`config.mk`:
```
export PLATFORM = sky130hd
export DESIGN_NAME = ttfd_lane
export DESIGN_NICKNAME = d
export VERILOG_FILES = /design/src/hdl/ttfd_pkg.sv /design/src/hdl/ttfd_lane.sv
export SDC_FILE = /design/constraint.sdc
export NUM_CORES = 1
export LEC_CHECK = 0
export ABC_AREA = 0
export BUFFER_PORTS_ARGS = -buffer_cell sky130_fd_sc_hd__buf_2
export CAP_MARGIN = 20
export CORE_ASPECT_RATIO = 0.6
export CORE_MARGIN = 10
export CORE_UTILIZATION = 40
export DETAILED_ROUTE_END_ITERATION = 7
export PLACE_DENSITY = 0.76
export SYNTH_ARGS = -nofsm -noshare
export SYNTH_HDL_FRONTEND = slang
export SYNTH_SLANG_ARGS = --single-unit
export TNS_END_PERCENT = 50
```
`constraint.sdc`:
```
create_clock -name vclk -period 8.3
set_input_delay 1.245 -clock vclk [all_inputs]
set_output_delay 1.245 -clock vclk [all_outputs]
set_load 0.005 [all_outputs]
```
`src/hdl/ttfd_pkg.sv`:
```
`default_nettype none
package ttfd_pkg;

    localparam int MaxDim = 1024;
    localparam int PalDepth = 256;
    localparam int Lanes = 16;

    localparam logic [3:0] FMT_I4     = 4'd0;
    localparam logic [3:0] FMT_I8     = 4'd1;
    localparam logic [3:0] FMT_IA4    = 4'd2;
    localparam logic [3:0] FMT_IA8    = 4'd3;
    localparam logic [3:0] FMT_RGB565 = 4'd4;
    localparam logic [3:0] FMT_RGB5A3 = 4'd5;
    localparam logic [3:0] FMT_RGBA8  = 4'd6;
    localparam logic [3:0] FMT_CMPR   = 4'd7;
    localparam logic [3:0] FMT_CI4    = 4'd8;
    localparam logic [3:0] FMT_CI8    = 4'd9;

    localparam logic [1:0] PK_IA8    = 2'd0;
    localparam logic [1:0] PK_RGB565 = 2'd1;
    localparam logic [1:0] PK_RGB5A3 = 2'd2;
    localparam logic [1:0] PK_BLACK  = 2'd3;

    localparam logic [1:0] REG_TEXEL_FORMAT   = 2'd0;
    localparam logic [1:0] REG_PALETTE_FORMAT = 2'd1;
    localparam logic [1:0] REG_IMAGE_WIDTH    = 2'd2;
    localparam logic [1:0] REG_IMAGE_HEIGHT   = 2'd3;

    typedef struct packed {
        logic [7:0] r;
        logic [7:0] g;
        logic [7:0] b;
        logic [7:0] a;
    } t_rgba;

    typedef struct packed {
        logic       en;
        logic [9:0] x;
        logic [9:0] y;
        logic       is_pal;
        logic [7:0] pidx;
        t_rgba      c;
    } t_lane;

    typedef struct packed {
        logic idle;
        logic can_load;
    } t_mstat;

    function automatic logic [7:0] ex5(input logic [4:0] v);
        return {v, v[4:2]};
    endfunction

    function automatic logic [7:0] ex6(input logic [5:0] v);
        return {v, v[5:4]};
    endfunction

    function automatic logic [7:0] ex4(input logic [3:0] v);
        return {v, v};
    endfunction

    function automatic logic [7:0] div3(input logic [9:0] v);
        logic [20:0] p;
        p = 21'(v) * 21'd683;
        return p[18:11];
    endfunction

    function automatic t_rgba color16(input logic [15:0] v, input logic [1:0] kind);
        t_rgba c;
        unique case (kind)
            PK_IA8: c = '{r: v[7:0], g: v[7:0], b: v[7:0], a: v[15:8]};
            PK_RGB565: c = '{r: ex5(v[15:11]), g: ex6(v[10:5]), b: ex5(v[4:0]), a: 8'hFF};
            PK_RGB5A3: begin
                if (v[15]) begin
                    c = '{r: ex5(v[14:10]), g: ex5(v[9:5]), b: ex5(v[4:0]), a: 8'hFF};
                end else begin
                    c = '{r: ex4(v[11:8]), g: ex4(v[7:4]), b: ex4(v[3:0]),
                          a: {v[14:12], v[14:12], v[14:13]}};
                end
            end
            default: c = '{r: 8'h00, g: 8'h00, b: 8'h00, a: 8'hFF};
        endcase
        return c;
    endfunction

endpackage
`default_nettype wire

```
`src/hdl/ttfd_lane.sv`:
```
`default_nettype none
module ttfd_lane (
    input  wire logic [3:0]             i_lane,
    input  wire logic [3:0]             i_fmt,
    input  wire logic [2:0]             i_sub,
    input  wire logic [63:0]            i_word,
    input  wire logic [63:0]            i_ar,
    input  wire ttfd_pkg::t_rgba [3:0]  i_cmp,
    input  wire logic [12:0]            i_bx,
    input  wire logic [12:0]            i_by,
    input  wire logic [10:0]            i_ew,
    input  wire logic [10:0]            i_eh,
    output ttfd_pkg::t_lane             o_lane
);

    always_comb begin
        logic [7:0]  by [8];
        logic [7:0]  ab [8];
        logic [7:0]  b;
        logic [3:0]  v;
        logic [1:0]  ci;
        logic [3:0]  dx;
        logic [3:0]  dy;
        logic        en;
        logic [12:0] px;
        logic [12:0] py;
        ttfd_pkg::t_rgba c;
        logic        is_pal;
        logic [7:0]  pidx;
        for (int j = 0; j < 8; j++) begin
            by[j] = i_word[63 - 8 * j -: 8];
            ab[j] = i_ar[63 - 8 * j -: 8];
        end
        b = '0;
        v = '0;
        ci = '0;
        dx = '0;
        dy = '0;
        en = 1'b0;
        c = '0;
        is_pal = 1'b0;
        pidx = '0;
        unique case (i_fmt)
            ttfd_pkg::FMT_I4, ttfd_pkg::FMT_CI4: begin
                b = by[i_lane[3:1]];
                v = i_lane[0] ? b[3:0] : b[7:4];
                dx = {1'b0, i_lane[2:0]};
                dy = {1'b0, i_sub[1:0], i_lane[3]};
                en = 1'b1;
                c = '{r: ttfd_pkg::ex4(v), g: ttfd_pkg::ex4(v), b: ttfd_pkg::ex4(v),
                      a: 8'hFF};
                is_pal = (i_fmt == ttfd_pkg::FMT_CI4);
                pidx = {4'b0, v};
            end
            ttfd_pkg::FMT_I8, ttfd_pkg::FMT_IA4, ttfd_pkg::FMT_CI8: begin
                b = by[i_lane[2:0]];
                dx = {1'b0, i_lane[2:0]};
                dy = {2'b0, i_sub[1:0]};
                en = !i_lane[3];
                if (i_fmt == ttfd_pkg::FMT_I8) begin
                    c = '{r: b, g: b, b: b, a: 8'hFF};
                end else begin
                    c = '{r: ttfd_pkg::ex4(b[3:0]), g: ttfd_pkg::ex4(b[3:0]),
                          b: ttfd_pkg::ex4(b[3:0]), a: ttfd_pkg::ex4(b[7:4])};
                end
                is_pal = (i_fmt == ttfd_pkg::FMT_CI8);
                pidx = b;
            end
            ttfd_pkg::FMT_IA8, ttfd_pkg::FMT_RGB565, ttfd_pkg::FMT_RGB5A3: begin
                dx = {2'b0, i_lane[1:0]};
                dy = {2'b0, i_sub[1:0]};
                en = (i_lane[3:2] == 2'b00);
                c = ttfd_pkg::color16({by[{i_lane[1:0], 1'b0}], by[{i_lane[1:0], 1'b1}]},
                        (i_fmt == ttfd_pkg::FMT_IA8) ? ttfd_pkg::PK_IA8 :
                        (i_fmt == ttfd_pkg::FMT_RGB565) ? ttfd_pkg::PK_RGB565 :
                        ttfd_pkg::PK_RGB5A3);
            end
            ttfd_pkg::FMT_RGBA8: begin
                dx = {2'b0, i_lane[1:0]};
                dy = {2'b0, i_sub[1:0]};
                en = i_sub[2] && (i_lane[3:2] == 2'b00);
                c = '{r: ab[{i_lane[1:0], 1'b1}], g: by[{i_lane[1:0], 1'b0}],
                      b: by[{i_lane[1:0], 1'b1}], a: ab[{i_lane[1:0], 1'b0}]};
            end
            ttfd_pkg::FMT_CMPR: begin
                b = by[{1'b1, i_lane[3:2]}];
                ci = 2'(b >> {~i_lane[1:0], 1'b0});
                dx = {1'b0, i_sub[0], i_lane[1:0]};
                dy = {1'b0, i_sub[1], i_lane[3:2]};
                en = 1'b1;
                c = i_cmp[ci];
            end
            default: en = 1'b0;
        endcase
        px = i_bx + 13'(dx);
        py = i_by + 13'(dy);
        o_lane.en = en && (px < 13'(i_ew)) && (py < 13'(i_eh));
        o_lane.x = px[9:0];
        o_lane.y = py[9:0];
        o_lane.is_pal = is_pal;
        o_lane.pidx = pidx;
        o_lane.c = c;
    end

endmodule
`default_nettype wire

```
==> flow_metrics.py <==
metrics = {
    "detailed_routing": {
        "via_count": 7595,
        "via_per_inst": 6.033,
        "wl_um": 29500,
        "drc": 0,
        "antenna_left": 0,
        "wire_per_inst_um": 23.43,
        "first_pass_iters": 6,
        "first_iter_violations": 769,
    },
    "finish": {
        "nFillCells": 1460,
        "clkbuf_count": 0,
        "ff_latch_area_um2": 0,
        "fin_area_mm2": 0.007835,
        "instances_no_fill": 1259,
        "layout.nets": 1406,
        "seq_cell_count": 0,
        "n_antenna_cell": 0,
        "drive_gt1_frac": 0.4288,
        "multi_input_area_mm2": 0.005497,
        "syn2layout_area_growth_pct": 30.98,
        "finish.utilization": 0.5385,
    },
    "die": {
        "die_x_um": 177.9,
        "die_area_mm2": 0.02041,
        "core_mm2": 0.01455,
        "rows": 34,
        "die_h_um": 114.7,
        "boundaryPins": 377,
        "start_util": 0.4112,
    },
    "sta": {
        "slew_viol_final": 0,
        "setup_viol": 0,
        "final.setup.worst_slack_ns": 1.908,
        "rsz0062_at_grt": "false",
        "hold_viol_final": 0,
        "relSlewSlack": 0.2355,
        "fmax_mhz": 156.4,
        "finalHoldWorstSlack_ns": 2.803,
        "period_share": 0.7701,
        "tns_ns": 0,
        "post-route-min-period_ns": 6.392,
        "tightest_slew_ns": 1.143,
    },
    "pwr": {
        "peakVddDrop_mv": 0.05241,
        "power.density_mw_per_mm2": 66.44,
        "leakage_nw": 3.952,
        "power_mw": 0.5206,
    },
    "cts": {
        "cts_setup_buffers": 0,
        "cts_resized": 0,
        "hold_buffers": 0,
    },
    "synth": {
        "syn_area_mm2": 0.005982,
        "yosysSeqAreaShare": 0,
        "synth_top_family_by_area": "multiplexers",
        "synth-adder-area-share": 0.06108,
        "synth_xor_area_frac": 0.03075,
        "synth_warnings": 0,
        "synth_compound_area_frac": 0.2771,
        "synth-simple-area-share": 0.1816,
        "synthMuxAreaShare": 0.3625,
        "syn_area_per_cell_um2": 8.139,
        "syn-num-nets": 1078,
        "ys_types": 75,
        "synth_cells": 735,
    },
    "place": {
        "post_dp_cell_area_mm2": 0.007800,
        "gp_congestion": 0.9657,
        "placement.io_buffers": 377,
        "dp.cells": 1257,
        "place_hpwl_um": 25430,
        "dp_slack_ns": 1.975,
    },
    "worst_setup_path": {
        "critPathCaptureType": "output port",
        "path_class": "in -> out",
        "crit_arrival_ns": 5.15,
        "critPathMaxFanout": 21,
        "crit_path_start_kind": "input port",
        "required_ns": 7.05,
        "startpoint": "i_fmt[0]",
    },
    "global_routing": {
        "grt_pass1_wl_um": 44300,
        "grt_pass1_vias": 7711,
        "grt_use_total": 0.2695,
        "grt_max_degree": 61,
        "antenna_found_initial": 0,
        "grt_overflow": 0,
    },
    "run": {
        "drv_cap": 0,
    },
    "worst_hold_path": {
        "min_path_type": "in -> out",
        "hp-start": "i_bx[9]",
    },
    "status": {
        "outcome": "finished clean",
    },
}
==> critical path: stages <==
cell and delay [ns]:
buf_2 0.23, nor3_2 0.50, a221oi_1 0.14, a222oi_1 0.33, inv_1 0.09, ha_1 0.22, fa_1 0.44, a21o_1 0.26
nand4_1 0.12, xnor2_1 0.15, ha_1 0.28, a21o_1 0.16, a21oi_1 0.13, nor2b_1 0.06, o211ai_1 0.20, o2111ai_1 0.15
nor4_1 0.27, buf_2 0.16
==> metal layers <==
| metal | track usage | share of wire | up-vias |
|---|---|---|---|
| met1 | 0.3342 | 0.39 | 3585 |
| met5 | 0 | 0 | - |
| met3 | 0.09750 | 0.13 | 29 |
| met2 | 0.4489 | 0.47 | 425 |
| li1 | - | - | 3556 |
| met4 | 0.04038 | 0.014 | 0 |
==> final timing paths <==
kind | endpoint | depth (start not counted)
worst max-delay path | o_lane[61] | 18
worst min-delay path | o_lane[60] | 3
==> Yosys cell counts, drive strengths merged (3+ instances only) <==
master	number	area [um2]
a22o	9	78.83
clkbuf	16	61.30
nand4b	4	35.03
nand4	5	31.28
a21o	23	172.7
a221oi	8	82.58
a32o	4	40.04
o311ai	3	26.28
o211ai	15	112.6
nor3	19	100.1
mux4	42	945.9
a21oi	33	165.2
o21bai	4	30.03
inv	30	112.6
o2111ai	7	61.31
and3	10	62.56
buf	44	342.8
o21a	4	30.03
nor2b	12	75.07
nand3	29	175.2
a211oi	9	67.56
xor2	7	61.31
or3	3	18.77
o22ai	4	25.02
xnor2	14	122.6
a22oi	18	172.7
nor2	26	97.59
and2	9	56.31
and2b	3	22.52
nand2b	14	87.58
a32oi	4	35.03
o221ai	22	192.7
o21ai	35	178.9
a221o	3	30.03
ha	26	325.3
mux2	8	93.84
mux2i	112	1129
nand2	71	269.0
==> logic make-up (layout without fill, tap and decap cells) <==
group | Yosys count | in the layout
adders and majority gates | 28 | 28
and+or+nand+nor | 211 | 211
buffers and inverters | 91 | 417
xor gates and xnor gates | 21 | 21
muxes | 162 | 162
AOI/OAI and AO/OA | 222 | 222
==> power breakdown <==
part	total [mW]	switching [mW]	internal, mW	leakage, nW
clock network	0	0	0	0
registers	0	0	0	0
logic	0.521	0.282	0.239	3.95
total	0.521	0.282	0.239	3.95
==> placed cells by master, fill, tap and decap left out, drive strengths merged, types with 10 or more instances in the layout <==
cell type	synthesis	final
and3	10	10
a22oi	18	18
inv	30	30
o211ai	15	15
o21ai	35	35
nand3	29	29
mux4	42	42
a21oi	33	33
xnor2	14	14
nand2b	14	14
mux2i	112	112
nor2	26	26
nand2	71	71
ha	26	26
a21o	23	23
o221ai	22	22
buf	44	386
nor3	19	19
nor2b	12	12
==> layout make-up <==
class,instances,share of cell area
repair buffers,386,0.2520
well taps,198,0.03162
multi-input cells,644,0.7015
inverters,31,0.01485
Power figures use the tool's default switching activity.
